==> src/mhis_pkg.sv <==
// Shared types and constants for the multi-heater interlock scheduler.
`timescale 1ns / 1ps

package mhis_pkg;

    // Heater lanes: front, back, down
    localparam int NUM_HEATERS = 3;

    // Configuration port
    localparam int CFG_DATA_W = 16;
    localparam int CFG_IDX_W  = 2;
    localparam int SEC_W      = 16;
    localparam int THR_MIN_W  = 12;

    // Register reset values
    localparam int MAX_TEMP_RST          = 640;
    localparam int MIN_TEMP_RST          = 480;
    localparam int MAX_HEAT_SECONDS_RST  = 600;
    localparam int MIN_PAUSE_SECONDS_RST = 60;

    // Register indexes
    typedef enum logic [CFG_IDX_W-1:0] {
        REG_MAX_TEMP          = 2'd0,
        REG_MIN_TEMP          = 2'd1,
        REG_MAX_HEAT_SECONDS  = 2'd2,
        REG_MIN_PAUSE_SECONDS = 2'd3
    } mhis_reg_idx_t;

    // Turn-on selection codes
    typedef enum logic [1:0] {
        SEL_NONE  = 2'd0,
        SEL_FRONT = 2'd1,
        SEL_BACK  = 2'd2,
        SEL_DOWN  = 2'd3
    } mhis_sel_t;

    // Per-lane findings handed to the merge stage
    typedef struct packed {
        logic force_off;
        logic candidate;
        logic blocked;
    } mhis_lane_t;

endpackage

==> src/mhis_lane.sv <==
// One heater lane: on/off timers, edge detection, force-off and turn-on checks.
`timescale 1ns / 1ps

module mhis_lane #(
    parameter int TIMER_WIDTH = 16,
    parameter int TEMP_WIDTH  = 12,
    localparam int THR_W      = (TEMP_WIDTH > mhis_pkg::THR_MIN_W) ? TEMP_WIDTH
                                                                   : mhis_pkg::THR_MIN_W
) (
    input  logic                           clk,
    input  logic                           rst_n,
    input  logic                           accept,
    input  logic signed [TEMP_WIDTH-1:0]   temp,
    input  logic                           temp_valid,
    input  logic                           heater_on,
    input  logic                           heater_valid,
    input  logic signed [THR_W-1:0]        max_temp,
    input  logic signed [THR_W-1:0]        min_temp,
    input  logic [mhis_pkg::SEC_W-1:0]     max_heat_seconds,
    input  logic [mhis_pkg::SEC_W-1:0]     min_pause_seconds,
    output mhis_pkg::mhis_lane_t           lane
);
    import mhis_pkg::*;

    localparam int CMP_W = (TIMER_WIDTH > SEC_W) ? TIMER_WIDTH : SEC_W;

    logic                    last_on_reg;
    logic                    last_valid_reg;
    logic [TIMER_WIDTH-1:0]  since_on_reg;
    logic [TIMER_WIDTH-1:0]  since_off_reg;
    logic [TIMER_WIDTH-1:0]  since_on_next;
    logic [TIMER_WIDTH-1:0]  since_off_next;
    logic [TIMER_WIDTH-1:0]  inc_on;
    logic [TIMER_WIDTH-1:0]  inc_off;
    logic                    both_valid;
    logic                    rise;
    logic                    fall;
    logic signed [THR_W-1:0] temp_ext;

    // Saturating increment, restart on a valid edge
    assign inc_on     = (since_on_reg == '1) ? since_on_reg : since_on_reg + 1'b1;
    assign inc_off    = (since_off_reg == '1) ? since_off_reg : since_off_reg + 1'b1;
    assign both_valid = last_valid_reg & heater_valid;
    assign rise       = both_valid & ~last_on_reg & heater_on;
    assign fall       = both_valid & last_on_reg & ~heater_on;
    assign since_on_next  = rise ? '0 : inc_on;
    assign since_off_next = fall ? '0 : inc_off;

    // Lane findings from the updated timers
    assign temp_ext = THR_W'(temp);

    always_comb
    begin
        lane.force_off = ~temp_valid | ~heater_valid | (temp_ext > max_temp) |
                         (heater_on & (CMP_W'(since_on_next) >= CMP_W'(max_heat_seconds)));
        lane.candidate = temp_valid & (temp_ext < min_temp) &
                         (CMP_W'(since_off_next) >= CMP_W'(min_pause_seconds));
        lane.blocked   = ~heater_valid | heater_on;
    end

    // Lane state, advanced once per transfer
    always_ff @(posedge clk or negedge rst_n)
    begin
        if (!rst_n)
        begin
            last_on_reg    <= 1'b0;
            last_valid_reg <= 1'b0;
            since_on_reg   <= '1;
            since_off_reg  <= '1;
        end
        else if (accept)
        begin
            last_on_reg    <= heater_on;
            last_valid_reg <= heater_valid;
            since_on_reg   <= since_on_next;
            since_off_reg  <= since_off_next;
        end
    end

    // A valid rising edge restarts the on timer
    a_rise_restart: assert property (@(posedge clk) disable iff (!rst_n)
        accept && rise |=> since_on_reg == '0)
        else $error("on timer not restarted on rising edge");

    // Timers move only on a transfer
    a_off_hold: assert property (@(posedge clk) disable iff (!rst_n)
        !accept |=> $stable(since_off_reg) && $stable(since_on_reg))
        else $error("timer changed without a transfer");

endmodule

==> src/mhis_merge.sv <==
// Merge stage: combines lane findings and holds the registered result.
`timescale 1ns / 1ps

module mhis_merge (
    input  logic                                          clk,
    input  logic                                          rst_n,
    input  logic                                          in_valid,
    output logic                                          in_ready,
    input  mhis_pkg::mhis_lane_t [mhis_pkg::NUM_HEATERS-1:0] lanes,
    output logic                                          out_valid,
    input  logic                                          out_ready,
    output logic [mhis_pkg::NUM_HEATERS-1:0]              force_off_mask,
    output logic [1:0]                                    turn_on_select
);
    import mhis_pkg::*;

    logic                   accept;
    logic                   out_valid_reg;
    logic                   out_valid_next;
    logic [NUM_HEATERS-1:0] force_reg;
    logic [NUM_HEATERS-1:0] force_next;
    mhis_sel_t              select_reg;
    mhis_sel_t              select_next;
    logic                   any_blocked;

    assign in_ready = ~out_valid_reg | out_ready;
    assign accept   = in_valid & in_ready;

    // Force mask and last eligible heater in fixed order
    always_comb
    begin
        any_blocked = 1'b0;
        for (int i = 0; i < NUM_HEATERS; i++)
        begin
            force_next[i] = lanes[i].force_off;
            any_blocked   = any_blocked | lanes[i].blocked;
        end
        if (any_blocked)
            select_next = SEL_NONE;
        else if (lanes[2].candidate)
            select_next = SEL_DOWN;
        else if (lanes[1].candidate)
            select_next = SEL_BACK;
        else if (lanes[0].candidate)
            select_next = SEL_FRONT;
        else
            select_next = SEL_NONE;
    end

    assign out_valid_next = accept | (out_valid_reg & ~out_ready);

    // Output register
    always_ff @(posedge clk or negedge rst_n)
    begin
        if (!rst_n)
            out_valid_reg <= 1'b0;
        else
            out_valid_reg <= out_valid_next;
    end

    always_ff @(posedge clk)
    begin
        if (accept)
        begin
            force_reg  <= force_next;
            select_reg <= select_next;
        end
    end

    assign out_valid      = out_valid_reg;
    assign force_off_mask = force_reg;
    assign turn_on_select = select_reg;

    // Every transfer in yields a result next cycle
    a_result_follows: assert property (@(posedge clk) disable iff (!rst_n)
        accept |=> out_valid_reg)
        else $error("result missing after transfer");

    // A blocking heater suppresses any turn-on
    a_blocked_none: assert property (@(posedge clk) disable iff (!rst_n)
        accept && any_blocked |=> select_reg == SEL_NONE)
        else $error("turn-on selected while a heater is on or unknown");

endmodule

==> src/multi_heater_interlock_scheduler_core.sv <==
// Top level of the multi-heater interlock scheduler: config registers, lanes, merge.
// Each result is registered and becomes valid in the cycle after its input transfer.
// Throughput: one tick per cycle while out_ready is high; set by the single output register stage.
// Reset (rst_n low, asynchronous): registers return to 640/480/600/60,
// timers saturate, previous levels and valid bits clear, output empties.
`timescale 1ns / 1ps

module multi_heater_interlock_scheduler_core #(
    parameter int TIMER_WIDTH = 16,
    parameter int TEMP_WIDTH  = 12
) (
    input  logic                                   clk,
    input  logic                                   rst_n,
    input  logic                                   in_valid,
    output logic                                   in_ready,
    input  logic signed [TEMP_WIDTH-1:0]           temp_front,
    input  logic signed [TEMP_WIDTH-1:0]           temp_back,
    input  logic signed [TEMP_WIDTH-1:0]           temp_down,
    input  logic [mhis_pkg::NUM_HEATERS-1:0]       temp_valid_mask,
    input  logic [mhis_pkg::NUM_HEATERS-1:0]       heater_on_mask,
    input  logic [mhis_pkg::NUM_HEATERS-1:0]       heater_valid_mask,
    output logic                                   out_valid,
    input  logic                                   out_ready,
    output logic [mhis_pkg::NUM_HEATERS-1:0]       force_off_mask,
    output logic [1:0]                             turn_on_select,
    input  logic                                   cfg_we,
    input  logic [mhis_pkg::CFG_IDX_W-1:0]         cfg_index,
    input  logic [mhis_pkg::CFG_DATA_W-1:0]        cfg_wdata
);
    import mhis_pkg::*;

    localparam int THR_W = (TEMP_WIDTH > THR_MIN_W) ? TEMP_WIDTH : THR_MIN_W;

    logic signed [THR_W-1:0]      max_temp_reg;
    logic signed [THR_W-1:0]      min_temp_reg;
    logic [SEC_W-1:0]             max_heat_seconds_reg;
    logic [SEC_W-1:0]             min_pause_seconds_reg;
    logic signed [THR_W-1:0]      cfg_temp;
    logic                         accept;
    logic signed [TEMP_WIDTH-1:0] lane_temp [NUM_HEATERS];
    mhis_lane_t [NUM_HEATERS-1:0] lanes;

    // Temperature thresholds take the low sensor-width bits, sign-extended
    assign cfg_temp = THR_W'($signed(cfg_wdata[TEMP_WIDTH-1:0]));

    // Configuration registers
    always_ff @(posedge clk or negedge rst_n)
    begin
        if (!rst_n)
        begin
            max_temp_reg          <= THR_W'(MAX_TEMP_RST);
            min_temp_reg          <= THR_W'(MIN_TEMP_RST);
            max_heat_seconds_reg  <= SEC_W'(MAX_HEAT_SECONDS_RST);
            min_pause_seconds_reg <= SEC_W'(MIN_PAUSE_SECONDS_RST);
        end
        else if (cfg_we)
        begin
            unique case (mhis_reg_idx_t'(cfg_index))
                REG_MAX_TEMP:          max_temp_reg          <= cfg_temp;
                REG_MIN_TEMP:          min_temp_reg          <= cfg_temp;
                REG_MAX_HEAT_SECONDS:  max_heat_seconds_reg  <= cfg_wdata[SEC_W-1:0];
                REG_MIN_PAUSE_SECONDS: min_pause_seconds_reg <= cfg_wdata[SEC_W-1:0];
                default: ;
            endcase
        end
    end

    assign accept = in_valid & in_ready;

    assign lane_temp[0] = temp_front;
    assign lane_temp[1] = temp_back;
    assign lane_temp[2] = temp_down;

    // One lane per heater
    for (genvar g = 0; g < NUM_HEATERS; g++)
    begin : g_lane
        mhis_lane #(
            .TIMER_WIDTH (TIMER_WIDTH),
            .TEMP_WIDTH  (TEMP_WIDTH)
        ) u_lane (
            .clk               (clk),
            .rst_n             (rst_n),
            .accept            (accept),
            .temp              (lane_temp[g]),
            .temp_valid        (temp_valid_mask[g]),
            .heater_on         (heater_on_mask[g]),
            .heater_valid      (heater_valid_mask[g]),
            .max_temp          (max_temp_reg),
            .min_temp          (min_temp_reg),
            .max_heat_seconds  (max_heat_seconds_reg),
            .min_pause_seconds (min_pause_seconds_reg),
            .lane              (lanes[g])
        );
    end

    // Combine lanes and register the result
    mhis_merge u_merge (
        .clk            (clk),
        .rst_n          (rst_n),
        .in_valid       (in_valid),
        .in_ready       (in_ready),
        .lanes          (lanes),
        .out_valid      (out_valid),
        .out_ready      (out_ready),
        .force_off_mask (force_off_mask),
        .turn_on_select (turn_on_select)
    );

endmodule

==> config.mk <==
export PLATFORM = sky130hd
export DESIGN_NAME = multi_heater_interlock_scheduler_core
export DESIGN_NICKNAME = d
export VERILOG_FILES = /design/src/mhis_pkg.sv /design/src/mhis_lane.sv /design/src/mhis_merge.sv /design/src/multi_heater_interlock_scheduler_core.sv
export SDC_FILE = /design/constraint.sdc
export NUM_CORES = 1
export LEC_CHECK = 0
export ABC_AREA = 1
export BUFFER_PORTS_ARGS = -buffer_cell sky130_fd_sc_hd__buf_4
export CAP_MARGIN = 40
export CORE_MARGIN = 2
export CORE_UTILIZATION = 35
export CTS_CLUSTER_DIAMETER = 50
export DETAILED_ROUTE_END_ITERATION = 8
export GPL_TIMING_DRIVEN = 0
export HOLD_SLACK_MARGIN = 0.08
export PLACE_DENSITY_LB_ADDON = 0.15
export SLEW_MARGIN = 20
export SYNTH_ARGS = -nofsm -noshare
export SYNTH_HDL_FRONTEND = slang
export SYNTH_SLANG_ARGS = --single-unit
==> constraint.sdc <==
create_clock -name clk -period 4.75 [get_ports clk]
set_input_delay 0 -clock clk [delete_from_list [all_inputs] [get_ports clk]]
set_output_delay 0 -clock clk [all_outputs]
set_load 0.01 [all_outputs]
==> flow_summary.yaml <==
power:
  combPwrFrac: 0.376
  peakVddDrop_uv: 259
  p_int_mw: 3.26
  seq_power_share: 0.367
  power_frac_clock: 0.257
  leakagePower_nw: 7.61
  switching_share: 0.409
  power.switching_mw: 2.25
  total_power_mw: 5.51
  powerDensity_nw_per_um2: 355
finish:
  nets: 2214
  fill_cells: 3877
  multi_input_area_um2: 7800
  drive_gt1_frac: 0.152
  syn_to_final_growth_pct: 16.2
  fin_area_um2: 15500
  seq_area_um2: 4270
  fin_cells: 2499
  diodes: 0
synth:
  synth_common_cells: "nand2_1 (493), inv_1 (280), ha_1 (171)"
  synth.area.mux_share: 0
  synth_edf_count: 5
  synthSimpleGateAreaFrac: 0.274
  netlist_area_um2: 13400
  ys_seq_area_frac: 0.320
  yosys.area.top_type: "dfstp_2"
  synth_fa_ha_area_frac: 0.160
  synth-compound-area-share: 0.131
  synth-xor-area-share: 0.0190
  async_reset_ff_frac: 0.970
  syn_inst: 1847
  synth_flop_cell: "dfstp_2"
  synth_cell_types: 50
  synthesis.nets: 2086
  ys_warn_count: 0
  synth_top_family_by_area: "simple AND/OR/NAND/NOR gates"
  synth_top_cell_area_share: 0.216
  yosys-top-cells-area: "dfstp_2 (22%), ha_1 (16%), nand2_1 (14%), dfrtp_1 (9.2%), inv_1 (7.9%)"
  synth.most_common_cell: "nand2_1"
  avgSynthCellArea_um2: 7.23
  ys_seq_elements: 164
global_route:
  track_usage: 0.218
  grt_pass1_vias: 11800
  grt_pass1_wl_um: 65500
  grt_max_degree: 95
  grt_overflow: 0
  grt_antenna_before_repair: 0
worst_setup_path:
  regToRegSetupSlack_ns: 1.06
  crit_type: "flip-flop to flip-flop"
  crit_family: "buffers and inverters"
  r2r-start: "g_lane[0].u_lane.last_on_reg"
  worstPathCellList: "nor3_2 > inv_1 > clkbuf_1 > o21ai_0 > inv_1 > ha_1 > nand2_1 > inv_1 > nand3_1 > inv_1 > a21oi_1 > nand3_1 > nand2_1 > nand3b_1 > dlygate4sd3_1"
  ff2ff_path_depth: 15
  path_max_fanout: 10
  crit_cells: 15
  crit_arrival_ns: 3.89
  end_kind: "flip-flop"
  max_stage_delay_ns: 0.59
  cp_common_cell: "inv_1"
  path_buf_inv: 6
  startpoint_type: "flip-flop"
  worstReg2RegEnd: "u_merge.force_off_mask[0]"
  cp_slowest_cell: "nor3_2"
  required_ns: 4.95
floorplanning:
  initial_utilization: 0.355
  pin_count: 75
  rows: 71
  fp.dieH_um: 199
  dieWidth_um: 199
  coreArea_um2: 37600
  dieArea_um2: 39700
route:
  vias: 12300
  drc: 0
  wl_per_cell_um: 16.7
  wl_um: 41700
  first_pass_iters: 5
  antenna_left: 0
  routed-wl-met3_um: 1900
  vias_per_cell: 4.92
  drt-met1-wl_um: 20000
  first_iter_violations: 706
  top_layer: "met4"
  route.met2.wl_um: 18800
clock_network:
  clkSinkCount: 164
  cts-resized-gates: 0
  clkSlewWorstSetupHoldPaths_ns: 0.07
  clk_latency_ns: 0.45
  cts_buffer_depth: 2
  htreeDepth: 4
  tritoncts: "yes"
  numCtsBuffers: 17
  cts_root_buffer: "clkbuf_16"
placed_design:
  dp_hpwl_um: 32300
  gp_routability_congestion: 0.878
  io_buffers: 74
  place_area_um2: 14600
  dp.cells: 2434
sta:
  worstMarginPinSlew_ns: 0.814
  finalHoldViolCount: 0
  max_slew_margin: 0.457
  setup_violations: 0
  whs_ns: 0.110
  fin_skew_ns: 0.0179
  drv_slew: 0
  timing.final.crit_period_ns: 3.69
  rsz0062_at_grt: "false"
  fmax_ghz: 0.271
  final.setup.tns_ns: 0
  finalCritPeriodShare: 0.777
hold_path:
  hp-class: "primary input to asynchronous set/reset pin"
run_status:
  status: "completed"
run:
  cap_violations: 0
## worst max path at each step
| stage | start | end |
|---|---|---|
| floorplan | g_lane[2].u_lane.since_off_reg[0] | u_merge.turn_on_select[0] |
| finish | g_lane[0].u_lane.last_on_reg | u_merge.force_off_mask[0] |
| CTS | g_lane[0].u_lane.last_on_reg | u_merge.force_off_mask[0] |
| global placement | g_lane[0].u_lane.since_off_reg[0] | u_merge.turn_on_select[0] |
| global route | g_lane[0].u_lane.since_on_reg[0] | u_merge.force_off_mask[0] |
| detailed placement | g_lane[0].u_lane.since_off_reg[0] | u_merge.turn_on_select[0] |
## placed cells by master, fill, tap and decap left out, drive strengths merged, types with 2 or more instances in the layout
cell type,Yosys,routed
clkbuf,26,43
dfstp,110,110
o21bai,8,8
edfxtp,5,5
nor3,53,53
clkinvlp,0,2
o211ai,9,9
nor4,7,7
inv,294,301
nand3,100,100
nand4,32,32
ha,171,171
o21a,2,2
a31oi,10,10
nand2,507,507
a21o,2,2
xnor2,6,6
dlygate4sd3,0,33
xor2,23,23
nor2,109,109
buf,12,88
a21oi,98,98
dfrtp,49,49
nand3b,4,4
or2,10,10
clkinv,1,7
o21ai,193,193
## routing by layer
| layer | track usage | up-vias |
|---|---|---|
| li1 | - | 6313 |
| met1 | 0.296 | 5700 |
| met2 | 0.355 | 248 |
| met3 | 0.0380 | 43 |
| met4 | 0.0641 | 0 |
| met5 | 0 | - |
## metrics by stage
step | setup slack [ns] | util
floorplan | 1.98 | -
global placement | 1.30 | 0.387
detailed placement | 1.30 | 0.388
CTS | 1.03 | 0.413
global route | 0.775 | 0.413
finish | 1.06 | 0.413
## logic make-up (layout without fill, tap and decap cells)
| family | count (synthesis) | after routing |
|---|---|---|
| AOI/OAI and AO/OA | 327 | 327 |
| xor gates and xnor gates | 29 | 29 |
| adders and majority gates | 171 | 171 |
| DFF | 164 | 164 |
| and+or+nand+nor | 823 | 823 |
| buffers and inverters | 333 | 474 |
## power groups by stage
| stage | clock (mW) | sequential [mW] | combinational [mW] |
|---|---|---|---|
| after global placement | 0 | 2.04 | 1.99 |
| after detailed placement | 0 | 2.03 | 2.05 |
| after floorplan | 0 | 1.97 | 1.44 |
| final | 1.41 | 2.02 | 2.07 |
| after CTS | 1.45 | 2.02 | 2.08 |
| after global routing | 1.50 | 2.07 | 2.40 |
## what timing repair did
action	in CTS	in global routing
hold buffers	33	0
endpoints found under the hold margin	179	0
buffers inserted	0	0
setup endpoints to repair	0	0
## area by class of cell
cell class	instances	area share
plain buffers	38	0.0112
clock buffers	17	0.0274
clock inverters	15	0.0103
inverters	295	0.0717
multi-input cells	1350	0.503
flip-flops and latches	164	0.275
well taps	511	0.0412
repair buffers	109	0.0603
Power figures use the tool's default switching activity.
